===== config.mk =====
export PLATFORM = sky130hd
export DESIGN_NAME = slwl_ram
export DESIGN_NICKNAME = d
export VERILOG_FILES = /design/src/hdl/slwl_ram.sv
export SDC_FILE = /design/constraint.sdc
export NUM_CORES = 2
export LEC_CHECK = 0
export BUFFER_PORTS_ARGS = -buffer_cell sky130_fd_sc_hd__buf_2
export CAP_MARGIN = 20
export CORE_MARGIN = 2
export CORE_UTILIZATION = 25
export DETAILED_ROUTE_END_ITERATION = 10
export GPL_ROUTABILITY_DRIVEN = 0
export PLACE_DENSITY_LB_ADDON = 0.12
export RECOVER_POWER = 50
export SYNTH_ARGS = -nofsm -noshare
export SYNTH_HDL_FRONTEND = slang
export SYNTH_SLANG_ARGS = --single-unit

===== constraint.sdc =====
create_clock -name clk -period 7.6 [get_ports clk]
set_input_delay 0.38 -clock clk [delete_from_list [all_inputs] [get_ports clk]]
set_output_delay 0.38 -clock clk [all_outputs]
set_load 0.02 [all_outputs]

===== src/hdl/slwl_ram.sv =====
module slwl_ram #(
  parameter int WIDTH = 32,
  parameter int DEPTH = 64
) (
  input  logic                                    clk,
  input  logic                                    we,
  input  logic [((DEPTH > 1) ? $clog2(DEPTH) : 1)-1:0] waddr,
  input  logic [WIDTH-1:0]                        wdata,
  input  logic                                    re,
  input  logic [((DEPTH > 1) ? $clog2(DEPTH) : 1)-1:0] raddr,
  output logic [WIDTH-1:0]                        rdata
);

  logic [WIDTH-1:0] mem [DEPTH];

  // one write port, one registered read port
  always_ff @(posedge clk) begin
    if (we) begin
      mem[waddr] <= wdata;
    end
    if (re) begin
      rdata <= mem[raddr];
    end
  end

endmodule


==> flow_summary.ini <==
[critical_path]
end_kind = register
critical_path_arrival_ns = 3.85
reg2regPathDepth = 4
r2r_slack_ns = 4.96
crit_path_end = rdata[3]$_DFFE_PP_
crit_slowest_cell = o22ai_1
crit_chain = buf_8 -> buf_4 -> buf_4 -> mux4_2 -> mux4_2 -> o22ai_1 -> nor2_1
crit_fanout = 40
worstPathRequired_ns = 8.19
path_class = in -> reg
timing.rr.start = mem[47][3]$_DFFE_PP_
startpoint_type = input pin
timing.rr.end = rdata[3]$_DFFE_PP_
crit_path_max_incr_delay_ns = 0.84
setup.worst_path.start = raddr[1]

[clocking]
clkLatencyLatePin_ns = 0.91
postCtsSetupBuffers = 0
tritoncts = built
cts_root_buf = clkbuf_16
clkTransAtPathRegs_ns = 0.06
cts_buffers = 232
cts-resized-gates = 0
htreeDepth = 4
cts.sinks = 2080
cts.path.max_buffers = 4

[drt]
drtAntennaViolNets = 0
wl_per_cell_um = 31.44
via_per_inst = 4.599
drt_iter0_drc = 3800
finalWirelength_mm = 250.4
firstDrtPassIters = 5
vias = 36630
drc_errors = 0

[yosys]
yosysSeqAreaShare = 0.7923
synth-compound-area-share = 0.01666
syn_area_per_cell_sq_um = 23.72
synthMuxAreaShare = 0.1672
synth_cells = 3324
yosys.area_share.simple = 0.01260
ys_ff_latch = 2080
synth_edf_count = 2080
synth_top_family_by_area = multiplexers
syn_nets = 3371
yosys_warnings = 0
synth_area_sq_mm = 0.07884
synth_fa_ha_area_frac = 0
synth_xor_area_frac = 0
synth_cell_types = 33
ys_async_sr_fraction = 0
synth_top_flop_cell = edfxtp_1

[timing]
hold_viol = 0
fin_tns_setup_ns = 0
fin_crit_sh = 0.4284
skew_ns = 0.06330
fin_crit_ns = 3.256
setup_viol = 0
max-slew-margin-rel = -1.658
clock.fmax_mhz = 307.2
finalMaxSlewViolations = 2068
rsz0062_at_grt = no
worstMarginPinSlew_ns = 3.986

[cells_and_area]
drive_above_1_share = 0.2921
final_area_sq_mm = 0.09238
finalNonFillerCells = 7965
area_growth_pct = 17.18
final_nets = 3646

[placed_design]
dp.cells = 7523
dp_hpwl_mm = 132.5
port_buffers = 78
dpl_cell_area_sq_mm = 0.08529

[global_routing]
grt_antenna_before_repair = 32
grt_pass1_wl_mm = 337.2
grt_overflow = 0
grt_usage = 0.1548
grt_max_degree = 106
grt_pass1_vias = 37880

[floorplanning]
io_pins = 79
rows = 206
die_width_um = 565.6
initial_core_util = 0.2507
coreArea_sq_mm = 0.3145
die-area_sq_mm = 0.3199
die_height_um = 565.6

[outcome]
violations = max-capacitance violations, max-slew violations
outcome = finished with violations

[worst_hold_path]
hold_class = in -> reg
min_path_cells = 3

[pwr]
p_leak_nw = 27.92
finalPower_w = 0.02494
p_per_area_mw_per_mm2 = 270.0
peakVddDrop_mv = 0.1812

[flow_run]
cap_viol_max_count = 33
## metal layers
metal | routed length (um) | track usage | vias up | part of all wire
met5 | 27 | 0 | - | 0.00011
met4 | 6557 | 0.04409 | 4 | 0.026
met3 | 11170 | 0.02202 | 321 | 0.045
met2 | 121500 | 0.2557 | 957 | 0.49
met1 | 111200 | 0.2119 | 20460 | 0.44
li1 | - | - | 14890 | -
## state kept, by name, summed over array words and instances (netlist names)
register  flops
mem        2048
rdata        32
## per-stage QoR
stage,setup slack [ns],hold slack (ns),utilization
3_5_place_dp,3.272,0.8380,0.2712
6_report,4.344,0.04020,0.2938
3_3_place_gp,3.160,0.8363,0.2711
4_1_cts,4.236,0.01343,0.2942
2_1_floorplan,4.060,0.4789,-
5_1_grt,4.127,0.03544,0.2937
## cells by family (layout without fill, tap and decap cells)
logic type / Yosys count / count (layout)
buffers and inverters: 182 / 645
flip-flops: 2080 / 2080
AND/OR/NAND/NOR: 223 / 223
AO/OA/AOI/OAI: 202 / 202
other: 0 / 18
multiplexers: 637 / 637
## synth_stat cells, types with 2 or more instances
cell type | number | area share
nand4_1 | 2 | 0.00016
nand2b_1 | 8 | 0.00063
buf_4 | 25 | 0.0024
and3_1 | 4 | 0.00032
buf_1 | 21 | 0.0010
a21oi_1 | 62 | 0.0039
o221ai_1 | 27 | 0.0030
o32ai_1 | 4 | 0.00044
a22oi_1 | 12 | 0.0011
or3b_2 | 3 | 0.00033
mux4_2 | 544 | 0.16
mux2i_1 | 93 | 0.012
nor2_1 | 137 | 0.0065
and2_1 | 2 | 0.00016
nand3_1 | 5 | 0.00032
o22ai_1 | 84 | 0.0067
nor3_1 | 7 | 0.00044
or3b_1 | 2 | 0.00022
clkbuf_1 | 74 | 0.0035
a41o_1 | 4 | 0.00051
nand2_1 | 26 | 0.0012
buf_2 | 57 | 0.0036
nor2b_1 | 15 | 0.0012
buf_6 | 5 | 0.00071
or3_1 | 3 | 0.00024
nand3b_1 | 5 | 0.00048
edfxtp_1 | 2080 | 0.79
a311oi_1 | 8 | 0.00089
## area by class of cell
cell class | instances | area [sq um]
antenna | 18 | 45.04
clock buffer | 286 | 6051
clock inverter | 136 | 1164
fill | 30600 | 222100
multi-input combinational | 1062 | 15930
sequential | 2080 | 62460
tap | 4160 | 5205
timing repair buffer | 223 | 1523
## repair_timing
item,in CTS,in global routing
hold buffers,0,1
endpoints found under the setup margin,0,0
endpoints found under the hold margin,0,16
## worst min path at each step
stage	end	from	slack, ns
final	mem[50][6]$_DFFE_PP_	waddr[1]	0.04
after global routing	mem[50][6]$_DFFE_PP_	waddr[1]	0.04
after CTS	mem[49][8]$_DFFE_PP_	waddr[2]	0.01
after detailed placement	rdata[20]	rdata[20]$_DFFE_PP_	0.84
after global placement	rdata[17]	rdata[17]$_DFFE_PP_	0.84
after floorplan	mem[0][0]$_DFFE_PP_	wdata[0]	0.48
## where the power goes
part	switching, W	total [W]	leakage, nW	internal (W)
clock	0.00460	0.0109	3.54	0.00628
combinational	0.000830	0.00124	5.64	0.000414
sequential	0.0000491	0.0128	18.7	0.0128
total	0.00548	0.0249	27.9	0.0195
## critical path, delay by kind of cell
| kind | cells | cell delay, ns |
|---|---|---|
| compound gates | 1 | 0.84 |
| buf+inv | 3 | 1.38 |
| mux | 2 | 0.91 |
| simple gates | 1 | 0.13 |
## cells in the final DEF, fill, tap and decap left out, drive strengths merged, types with 4 or more instances in the layout
cell type / instances
nand3: 5
o221ai: 27
buf: 182
a311oi: 8
nor2b: 15
a41o: 4
edfxtp: 2080
nand2: 26
or3b: 5
clkinv: 110
and3: 4
bufinv: 20
nor2: 137
a21oi: 62
nand2b: 8
nor3: 7
diode: 18
nand3b: 5
o32ai: 4
mux2i: 93
a22oi: 12
clkbuf: 326
mux4: 544
o22ai: 84
Note: power is estimated with default switching activity, not from simulation.
