$ cat config.mk
export PLATFORM = sky130hd
export DESIGN_NAME = slwl_alu
export DESIGN_NICKNAME = d
export VERILOG_FILES = /design/src/hdl/slwl_pkg.sv /design/src/hdl/slwl_alu.sv
export SDC_FILE = /design/constraint.sdc
export NUM_CORES = 1
export LEC_CHECK = 0
export ABC_AREA = 1
export BUFFER_PORTS_ARGS = -buffer_cell sky130_fd_sc_hd__buf_2
export CAP_MARGIN = 10
export CORE_ASPECT_RATIO = 0.75
export CORE_UTILIZATION = 56
export DETAILED_ROUTE_END_ITERATION = 7
export PLACE_DENSITY_LB_ADDON = 0.2
export SLEW_MARGIN = 0
export SYNTH_ARGS = -nofsm -noshare
export SYNTH_HDL_FRONTEND = slang
export SYNTH_SLANG_ARGS = --single-unit
$ cat constraint.sdc
create_clock -name vclk -period 4.1
set_input_delay 0.615 -clock vclk [all_inputs]
set_output_delay 0.615 -clock vclk [all_outputs]
set_load 0.02 [all_outputs]
$ cat src/hdl/slwl_pkg.sv
package slwl_pkg;

  // sizing of the flow table, the per-flow log and the time stamps
  localparam int FLOW_COUNT = 64;
  localparam int LOG_DEPTH  = 16;
  localparam int TIME_BITS  = 32;

  // fixed port widths
  localparam int FLOW_IN_W = 6;
  localparam int TIME_IN_W = 32;
  localparam int CFG_W     = 32;
  localparam int LIM_IN_W  = 5;
  localparam int OUT_CNT_W = 5;
  localparam int RETRY_W   = 32;

  // derived widths
  localparam int FLOW_W      = (FLOW_COUNT > 1) ? $clog2(FLOW_COUNT) : 1;
  localparam int IDX_W       = (LOG_DEPTH > 1) ? $clog2(LOG_DEPTH) : 1;
  localparam int CNT_W       = $clog2(LOG_DEPTH + 1);
  localparam int LIM_W       = (CNT_W > LIM_IN_W) ? CNT_W : LIM_IN_W;
  localparam int SLOT_W      = CNT_W + 1;
  localparam int STAMP_DEPTH = FLOW_COUNT * LOG_DEPTH;
  localparam int SA_W        = (STAMP_DEPTH > 1) ? $clog2(STAMP_DEPTH) : 1;
  localparam int AW          = ((TIME_BITS > CFG_W) ? TIME_BITS : CFG_W) + 1;

  // time mask and retry saturation value on the arithmetic width
  localparam logic [AW-1:0] TIME_MASK_AW = (AW'(1) << TIME_BITS) - AW'(1);
  localparam logic [AW-1:0] OUT_MASK_AW  = (AW'(1) << RETRY_W) - AW'(1);
  localparam logic [AW-1:0] RETRY_CAP    = (TIME_BITS < RETRY_W) ? TIME_MASK_AW : OUT_MASK_AW;

  typedef enum logic [2:0] {
    S_IDLE,
    S_REC,
    S_EXP,
    S_RETRY,
    S_FIN
  } state_t;

  typedef enum logic {
    REQ_CHECK = 1'b0,
    REQ_CLEAR = 1'b1
  } req_t;

  typedef enum logic [0:0] {
    CFG_WINDOW  = 1'b0,
    CFG_MAX_REQ = 1'b1
  } cfg_idx_t;

  typedef enum logic {
    OP_AGE,
    OP_RETRY
  } alu_op_t;

  // per-flow log record
  typedef struct packed {
    logic [IDX_W-1:0] head;
    logic [CNT_W-1:0] count;
  } rec_t;

  localparam int REC_W = $bits(rec_t);

  // request to the shared time unit
  typedef struct packed {
    alu_op_t       op;
    logic [AW-1:0] now;
    logic [AW-1:0] stamp;
    logic [AW-1:0] window;
  } alu_req_t;

  // answer of the shared time unit
  typedef struct packed {
    logic               flag;
    logic [RETRY_W-1:0] value;
  } alu_rsp_t;

  // flow index wrapped onto the table
  function automatic logic [FLOW_W-1:0] wrap_flow(input logic [FLOW_IN_W-1:0] f);
    return FLOW_W'(32'(f) % FLOW_COUNT);
  endfunction

  // address of one log slot in the stamp memory
  function automatic logic [SA_W-1:0] stamp_addr(input logic [FLOW_W-1:0] f,
                                                 input logic [IDX_W-1:0] idx);
    return SA_W'(f) * SA_W'(LOG_DEPTH) + SA_W'(idx);
  endfunction

endpackage

$ cat src/hdl/slwl_alu.sv
module slwl_alu
  import slwl_pkg::*;
(
  input  alu_req_t req,
  output alu_rsp_t rsp
);

  logic [AW-1:0] age;
  logic [AW-1:0] ahead;
  logic [AW-1:0] ahead_sum;
  logic [AW-1:0] left;
  logic [AW-1:0] retry;
  logic          stamp_ahead;

  // age of a stamp, zero when the stamp lies in the future
  assign stamp_ahead = req.stamp >= req.now;
  assign age         = stamp_ahead ? '0 : (req.now - req.stamp);

  // time until the oldest live stamp leaves the window, saturated
  assign ahead     = req.stamp - req.now;
  assign ahead_sum = ahead + req.window;
  assign left      = req.window - age;

  always_comb begin
    if (stamp_ahead) begin
      retry = (ahead_sum > RETRY_CAP) ? RETRY_CAP : ahead_sum;
    end else begin
      retry = (left > RETRY_CAP) ? RETRY_CAP : left;
    end
  end

  // flag: stamp has expired; value: retry time or age
  always_comb begin
    rsp.flag = age > req.window;
    case (req.op)
      OP_RETRY: rsp.value = RETRY_W'(retry);
      OP_AGE:   rsp.value = RETRY_W'(age);
      default:  rsp.value = '0;
    endcase
  end

endmodule

==> results.md, run 1 <==
- Largest area contributor in the netlist: nand2_1
- Row count: 40
- Ports: about 130
- Global-route wire length before repair: ~120000 um
- Top-area cell type share of the netlist area: 29.1%
- Syn_nets: ~2100
- Port bufs: 133
- Die X: between 150 and 200 um
- Post-synthesis sequential area ratio: 0%
- Syn Inst Count: 1902
- Post-placement cell count: 2563
- GRT Resource Usage Total: between 90% and 100%
- Yosys Warn Count: 0
- Post-Syn Area: 9550 um2
- Die height: 115 um
- Stage reached: global routing
- Syn avg cell area: 5.02 um2
- Unique masters post-synth: 33
- First Err: [ERROR GRT-0116] Global routing finished with congestion. Check the congestion regions in the DRC Viewer.
- Outcome: did not finish
- Largest net degree at the start of global routing: 34
- Total grt overflow: 679
- Hpwl dp: around 35000 um
- Synth area leaders: nand2_1 29%, inv_1 18%, ha_1 13%
- Routability congestion estimate: 1.13
- Initial Util: 58.5%
- Vias in the first global route: around 21000
- Place WS: -1.11 ns
- Area post-placement: 13800 um2
## per-stage QoR
stage | setup TNS [ns] | utilization [%]
after floorplan | -2.19 | -
after global placement | -30.92 | 84.5
after detailed placement | -34.52 | 84.5
after CTS | -17.19 | 97.6
## synthesized netlist by cell type, drive strengths merged
cell type / n
o21a: 1
o21ai: 11
buf: 23
nand3b: 25
nor3: 16
a21boi: 2
and2: 3
or2: 2
nand3: 176
a31oi: 3
nand2b: 3
a21oi: 68
nand2: 746
nand4: 23
a21o: 5
ha: 99
nor2: 135
xor2: 19
nor4: 3
xnor2: 34
fa: 34
inv: 451
and3: 2
o21bai: 15
clkbuf: 3
## logic make-up after synthesis
kind of cell / after synthesis / share of synthesized area [%]
and+or+nand+nor: 1134 / 49.4
buffers and inverters: 477 / 19.5
adders and majority gates: 133 / 20.1
AOI/OAI and AO/OA: 105 / 6.15
xor gates and xnor gates: 53 / 4.86
## routing by layer
layer	GRT usage [%]	GRT overflow
met1	83.1	12
met2	113	471
met5	44.2	0
met4	107	187
met3	71.8	9
## repair_timing
item                                    in CTS
gates cloned                                 8
buffers inserted                            68
endpoints found under the setup margin      33
pin swaps                                   83
gates resized for setup                    381
hold buffers                                 0
==> run 2: changes to the inputs <==
Settings changed: CORE_ASPECT_RATIO 0.75 to not set, CORE_UTILIZATION 56 to 40, PLACE_DENSITY_LB_ADDON 0.2 to 0.15.
Clock period 4.1 ns to 5.3 ns, I/O delays scaled along.
==> results.md, run 2 <==
- Outcome: completed
- Final Setup Violations: 0
- Number of detailed-route iterations in the first pass: 6
- Ant diodes: 0
- DIE AREA: 24500 um2
- Slew margin rel.: approximately a fifth
- Crit path max-delay family: simple AND/OR/NAND/NOR gates
- CP required: 4.51 ns
- Total chip power: 0.00299 W
- Static Leak: 8.60 nW
- Final nets: 2576
- FF+latch count: 0
- CP max stage cell: ha_4
- Least-Margin Pin Slew: between 1 and 1.5 ns
- Post-synthesis sequential area ratio: 0%
- Post-Syn Area: roughly 9500 um2
- Largest area contributor in the netlist: nand2_1
- Post-DRT Antenna Nets: 0
- Hold crit path type: input pin to primary output
- Worst Path Max Fanout: 8
- Vias/cell: 4.87
- GRT Resource Usage Total: a little under a third
- Fillers: 2370
- Die height: 156 um
- Critical path class: input pin to primary output
- Post-placement cell count: 2631
- Commonest cells in the netlist: 740 x nand2_1, 446 x inv_1, 176 x nand3_1, 132 x nor2_1, 99 x ha_1
- Ports: 133
- Peak Freq: 190 MHz
- Syn Inst Count: 1902
- Port bufs: 133
- Top-count cell post-synth: nand2_1
- Largest stage delay on the critical path: 0.28 ns
- Routed wire length: 41500 um
- DRT iter0 DRCs: around 760
- Share of layout cells above drive strength 1: 31.9%
- Clkbuf count: 0
- Nature of the critical path endpoint: primary output
- Initial antenna violation count: 0
- Top-area cell type share of the netlist area: 29.1%
- Commonest non-fill, non-tap cell in the layout: nand2_1
- Row count: between 50 and 60
- Global-route wire length before repair: about 59000 um
- Non-filler cells, final: approximately 2700
- Crit-path most repeated cell: nand2_2
- Via Count: 12949
- Worst path arrival time: ~4.5 ns
- Synth area leaders: nand2_1 29%, inv_1 18%, ha_1 13%
- Final hold vios: 0
- Initial Util: 40.7%
- Max-cap violations: 0
- Area occupied by multi-input gates: 8970 um2
- Max VDD drop: between 80 and 90 uV
- Highest-count cells in the layout ignoring fill and taps: 655 x nand2_1, 414 x inv_1, 330 x buf_4
- Vias in the first global route: approximately 12000
- Fin crit period: 5.27 ns
- Power density over the cells: 207 nW/um2
- Largest net degree at the start of global routing: 34
- Register area: 0 um2
- Place WS: -0.285 ns
- CORE AREA: 23500 um2
- Remaining DRCs: 0
- Area delta synth->final: 51.3%
- Fin. max-slew vios: 0
- Crit start category: input pin
- WL/cell: 15.6 um
- Syn avg cell area: around 5 um2
- Syn_nets: 2135
- Bufs and invs on worst path: 9
- Period utilization: 99.5%
- Yosys Warn Count: 0
- Total grt overflow: 0
- Unique masters post-synth: 33
- Fin worst setup slack: ~0.027 ns
- Hpwl dp: 35200 um
- Routability congestion estimate: between 1 and 1.5
- Die X: about 160 um
[run 2: cells by family (layout without fill, tap and decap cells)]
| family | after synthesis | after routing | share of synthesized area [%] |
|---|---|---|---|
| adders and majority gates | 133 | 133 | 20.1 |
| xor gates and xnor gates | 53 | 53 | 4.86 |
| AOI/OAI and AO/OA | 105 | 105 | 6.15 |
| buffers and inverters | 477 | 915 | 19.5 |
| and+or+nand+nor | 1134 | 1135 | 49.4 |
[run 2: timing repair]
action                     CTS  global route
gates cloned                 0             5
setup buffers                1            23
pin swaps                    6            67
hold buffers                 0             0
setup endpoints to repair   33            33
resized for setup           40           294
[run 2: where the power goes]
| group | internal, W | leakage (nW) | switching (W) |
|---|---|---|---|
| Clock | 0 | 0 | 0 |
| Sequential | 0 | 0 | 0 |
| Combinational | 0.00126 | 8.60 | 0.00172 |
| Total | 0.00126 | 8.60 | 0.00172 |
[run 2: stage by stage]
step           TNS [ns]  area, um2  util (%)  hold slack (ns)
2_1_floorplan         0       9550         -             1.80
3_3_place_gp      -5.24      12700      54.3             2.02
3_5_place_dp      -6.86      12700      54.3             2.03
4_1_cts          -0.102      13000      55.3             2.03
5_1_grt           -1.71      14400      61.5             2.04
6_report              0      14400      61.5             2.03
[run 2: layer usage]
metal  track usage, %  wire length [um]  vias to the layer above
met5                0                 0                        -
met4             6.91              1020                        0
met3            0.748              2140                       52
met2             54.4             19200                      386
met1             43.8             19100                     5856
li1                 -                 -                     6655
[run 2: final cells by class]
type / count / area share, %
tap: 319 / 2.76
inverter: 451 / 11.8
timing repair buffer: 464 / 23.3
multi-input combinational: 1426 / 62.1
[run 2: worst min-delay path: stages]
cell and delay [ns]:
buf_2 0.10, ha_1 0.15, a21oi_1 0.04, buf_2 0.15
[run 2: final timing paths]
path / startpoint / end / slack (ns) / cells after the start
setup / recovery: req[40] / rsp[10] / 0.03 / 30
hold / removal: req[32] / rsp[32] / 2.03 / 4
Power figures use the tool's default switching activity.
==> run 3: changes to the inputs <==
Settings changed: CELL_PAD_IN_SITES_DETAIL_PLACEMENT set to 0, CELL_PAD_IN_SITES_GLOBAL_PLACEMENT set to 1.
==> results.md, run 3 (same netlist as run 2, synthesis figures left out) <==
- Outcome: finished with violations
- Failing checks: setup timing
- Met3 GRT Util: 2.88%
- Ports: 133
- Fin worst setup slack: -0.00726 ns
- Critical Path Source: req[80]
- DIE AREA: 24500 um2
- Largest net degree at the start of global routing: 34
- Peak Freq: 188 MHz
- Nature of the critical path endpoint: primary output
- Hold crit path type: input pin to primary output
- Vias in the first global route: between 10000 and 15000
- Register area: 0 um2
- Final Setup Violations: 1
- Number of detailed-route iterations in the first pass: 7
- Clkbuf count: 0
- Met2 GRT Util: 55.8%
- Commonest non-fill, non-tap cell in the layout: nand2_1
- WL/cell: around 16 um
- Global-route wire length before repair: 61300 um
- Worst Path Max Fanout: 7
- Fin. max-slew vios: 0
- Worst path arrival time: 4.51 ns
- Least-Margin Pin Slew: approximately 1.1 ns
- Total grt overflow: 0
- Global routing usage on met1: 44.1%
- Share of layout cells above drive strength 1: 37.1%
- Die height: 156 um
- Period utilization: 100%
- Busiest grt layer: met2
- Die X: 156 um
- Largest stage delay on the critical path: around 0.37 ns
- Routed wire length: 43300 um
- Routability congestion estimate: 1.02
- Final hold vios: 0
- Area delta synth->final: 62.5%
- Slew margin rel.: 24.6%
- Post-DRT Antenna Nets: 0
- Via Count: 13255
- Static Leak: around 9.0 nW
- Ant diodes: 0
- Max-cap violations: 0
- Non-filler cells, final: between 2000 and 3000
- DRT iter0 DRCs: 867
- Worst setup endpoint: rsp[0]
- Initial Util: 40.7%
- Crit-path most repeated cell: nand2_2
- Hpwl dp: 35700 um
- Crit start category: input pin
- Remaining DRCs: 0
- Vias/cell: 4.89
- Critical path class: input pin to primary output
- CORE AREA: 23500 um2
- FF+latch count: 0
- Highest-count cells in the layout ignoring fill and taps: 611 x nand2_1, 392 x inv_1, 373 x buf_4
- Fin crit period: 5.31 ns
- Max VDD drop: 90.8 uV
- RSZ-0062 raised after global routing: yes
- Row count: 56
- Port bufs: 133
- Final nets: 2628
- CP max stage cell: fa_2
- CP required: 4.51 ns
- Power density over the cells: 204 nW/um2
- Initial antenna violation count: 0
- Final Util: about 66%
- GRT Resource Usage Total: 32.6%
- Post-placement cell count: 2674
[run 3: power breakdown]
| part | switching (W) | internal (W) | leakage, nW |
|---|---|---|---|
| registers | 0 | 0 | 0 |
| logic | 0.00179 | 0.00138 | 8.97 |
| clock network | 0 | 0 | 0 |
| total | 0.00179 | 0.00138 | 8.97 |
[run 3: routing by layer]
layer,part of all wire (%),routed length [um]
met2,47,20200
met4,3.0,1310
met5,0,0
met3,6.0,2590
met1,44,19200
[run 3: how the worst min path moves through the flow]
stage | from | end | slack (ns) | depth (start not counted)
after floorplan | req[32] | rsp[32] | 1.80 | 2
after global placement | req[32] | rsp[32] | 2.01 | 4
after detailed placement | req[32] | rsp[32] | 2.02 | 4
after CTS | req[32] | rsp[32] | 2.02 | 4
after global routing | req[32] | rsp[32] | 2.03 | 4
final | req[32] | rsp[32] | 2.02 | 4
[run 3: repair_timing]
action                                  4_1_cts  5_1_grt
buffers inserted                              3       29
hold buffers                                  0        0
cloned                                        1        5
pin swaps                                     9      116
gates resized for setup                      74      411
endpoints found under the setup margin       33       33
[run 3: layout make-up]
type	instances	area (um2)
fill	2235	7960
inverter	451	1720
multi-input combinational	1425	9430
tap	319	399
timing repair buffer	517	3970
[run 3: metrics by stage]
step | setup TNS (ns) | cell area (um2) | hold WS [ns] | total power [W] | worst slack, ns
CTS | 0 | 13500 | 2.02 | 0.00270 | 0.00318
global placement | -3.13 | 13100 | 2.01 | 0.00256 | -0.135
detailed placement | -5.34 | 13100 | 2.02 | 0.00258 | -0.212
floorplan | 0 | 9550 | 1.80 | 0.00155 | 0.510
finish | -0.00726 | 15500 | 2.02 | 0.00317 | -0.00726
global route | -2.62 | 15500 | 2.03 | 0.00345 | -0.139
[run 3: critical path: cells and delay by family]
family	cells	cell delay [ns]
and+or+nand+nor	21	1.71
adders and majority gates	3	0.82
buffers and inverters	11	1.17
==> run 4: changes to the inputs <==
Clock period 5.3 ns to 5.4 ns, I/O delays scaled along.
==> results.md, run 4 (same netlist as run 2, synthesis figures left out) <==
- Outcome: completed
- Post-DRT Antenna Nets: 0
- Die height: roughly 160 um
- Final hold vios: 0
- Highest-count cells in the layout ignoring fill and taps: 688 x nand2_1, 423 x inv_1, 334 x buf_4
- Static Leak: 8.58 nW
- Routability congestion estimate: 1.00
- Die X: ~160 um
- FF+latch count: 0
- Worst path arrival time: 4.46 ns
- Period utilization: 97.6%
- Initial Util: 40.7%
- Vias in the first global route: 11712
- Register area: 0 um2
- Non-filler cells, final: 2665
- Nature of the critical path endpoint: primary output
- Routed wire length: 41200 um
- Ports: 133
- Area delta synth->final: 49.6%
- Peak Freq: between 150 and 200 MHz
- Port bufs: 133
- Remaining DRCs: 0
- Net Sw Frac: 57.9%
- DRT iter0 DRCs: between 800 and 900
- Via Count: ~13000
- Final nets: 2581
- CORE AREA: 23500 um2
- WL/cell: 15.5 um
- Combinational group share of total power: 100.0%
- DIE AREA: 24500 um2
- Number of detailed-route iterations in the first pass: 8
- CP required: 4.59 ns
- Hold crit path type: input pin to primary output
- Post-Route Setup TNS: 0 ns
- Final Setup Violations: 0
- Initial antenna violation count: 0
- Fillers: approximately 2500
- Least-Margin Pin Slew: 1.13 ns
- Crit start category: input pin
- Vias/cell: 4.82
- Clkbuf count: 0
- Pint: 0.00118 W
- Clock power share: 0%
- Power density over the cells: 197 nW/um2
- Row count: 56
- Post-placement cell count: 2647
- Worst Path Max Fanout: 9
- Largest net degree at the start of global routing: 34
- GRT Resource Usage Total: 32.1%
- Critical path class: input pin to primary output
- Fin crit period: approximately 5.3 ns
- Total grt overflow: 0
- Fin. max-slew vios: 0
- Global-route wire length before repair: 60000 um
- Ant diodes: 0
- Slew margin rel.: 24.6%
- P_sw: 0.00163 W
- Max VDD drop: 80.4 uV
- Commonest non-fill, non-tap cell in the layout: nand2_1
- Share of layout cells above drive strength 1: 29.3%
- Max-cap violations: 0
- Sequential Power Share: 0%
- Hpwl dp: ~36000 um
[run 4: cell types whose count changed in the layout (fill, tap and decap cells not counted), sizes merged]
cell / before / now
clkbuf: 5 / 4
buf: 512 / 466
[run 4: cell type report]
cell class | instances | area [um2] | share of cell area, %
multi-input combinational | 1425 | 8790 | 61.6
timing repair buffer | 470 | 3390 | 23.7
inverter | 451 | 1700 | 11.9
tap | 319 | 399 | 2.80
[run 4: per-stage QoR]
stage	setup WS, ns	hold WS (ns)	area (um2)	utilization [%]	power, W
2_1_floorplan	0.580	1.83	9550	-	0.00153
3_3_place_gp	-0.115	2.04	12900	54.9	0.00249
3_5_place_dp	-0.107	2.05	12900	54.9	0.00250
4_1_cts	-0.00131	2.04	13100	55.7	0.00254
5_1_grt	-0.0682	2.05	14300	60.8	0.00309
6_report	0.128	2.04	14300	60.8	0.00282
[run 4: worst paths after layout]
check             startpoint  endpoint  slack, ns  cells past startpoint
hold / removal       req[32]   rsp[32]       2.04                      4
setup / recovery     req[42]   rsp[27]       0.13                     28
[run 4: worst max-delay path: stages]
cell and delay [ns]:
buf_2 0.08, inv_1 0.07, ha_4 0.30, nand2_2 0.07
inv_2 0.07, nand2_2 0.08, nor2_4 0.15, nand3_2 0.13
nand3b_1 0.20, nand3_2 0.11, nand2_4 0.08, inv_6 0.09
buf_12 0.10, clkbuf_16 0.13, nand2_1 0.12, ha_4 0.31
buf_4 0.11, nand2_1 0.10, nor2_2 0.18, nand2_1 0.16
nor3_1 0.17, nand2_1 0.18, nand3b_1 0.14, nand2_1 0.09
nand3_1 0.10, nand3_1 0.07, nand2_1 0.09, buf_2 0.16
[run 4: timing repair]
item / in CTS / in global routing
pin swaps: 2 / 42
buffers inserted: 0 / 14
cloned: 0 / 4
endpoints found under the setup margin: 32 / 33
gates resized for setup: 30 / 214
hold buffers: 0 / 0
hold endpoints to repair: 0 / 0
[run 4: power by group through the flow]
stage / clock, W / sequential (W) / combinational (W)
CTS: 0 / 0 / 0.00254
detailed placement: 0 / 0 / 0.00250
global placement: 0 / 0 / 0.00249
floorplan: 0 / 0 / 0.00153
finish: 0 / 0 / 0.00282
global route: 0 / 0 / 0.00309
[run 4: layer usage]
metal	wire length [um]	GRT usage [%]	share of wire (%)	vias to the layer above
met4	1060	6.72	2.6	0
li1	-	-	-	6644
met1	18900	44.7	46	5758
met3	2360	1.05	5.7	50
met2	18900	54.8	46	398
met5	0	0	0	-
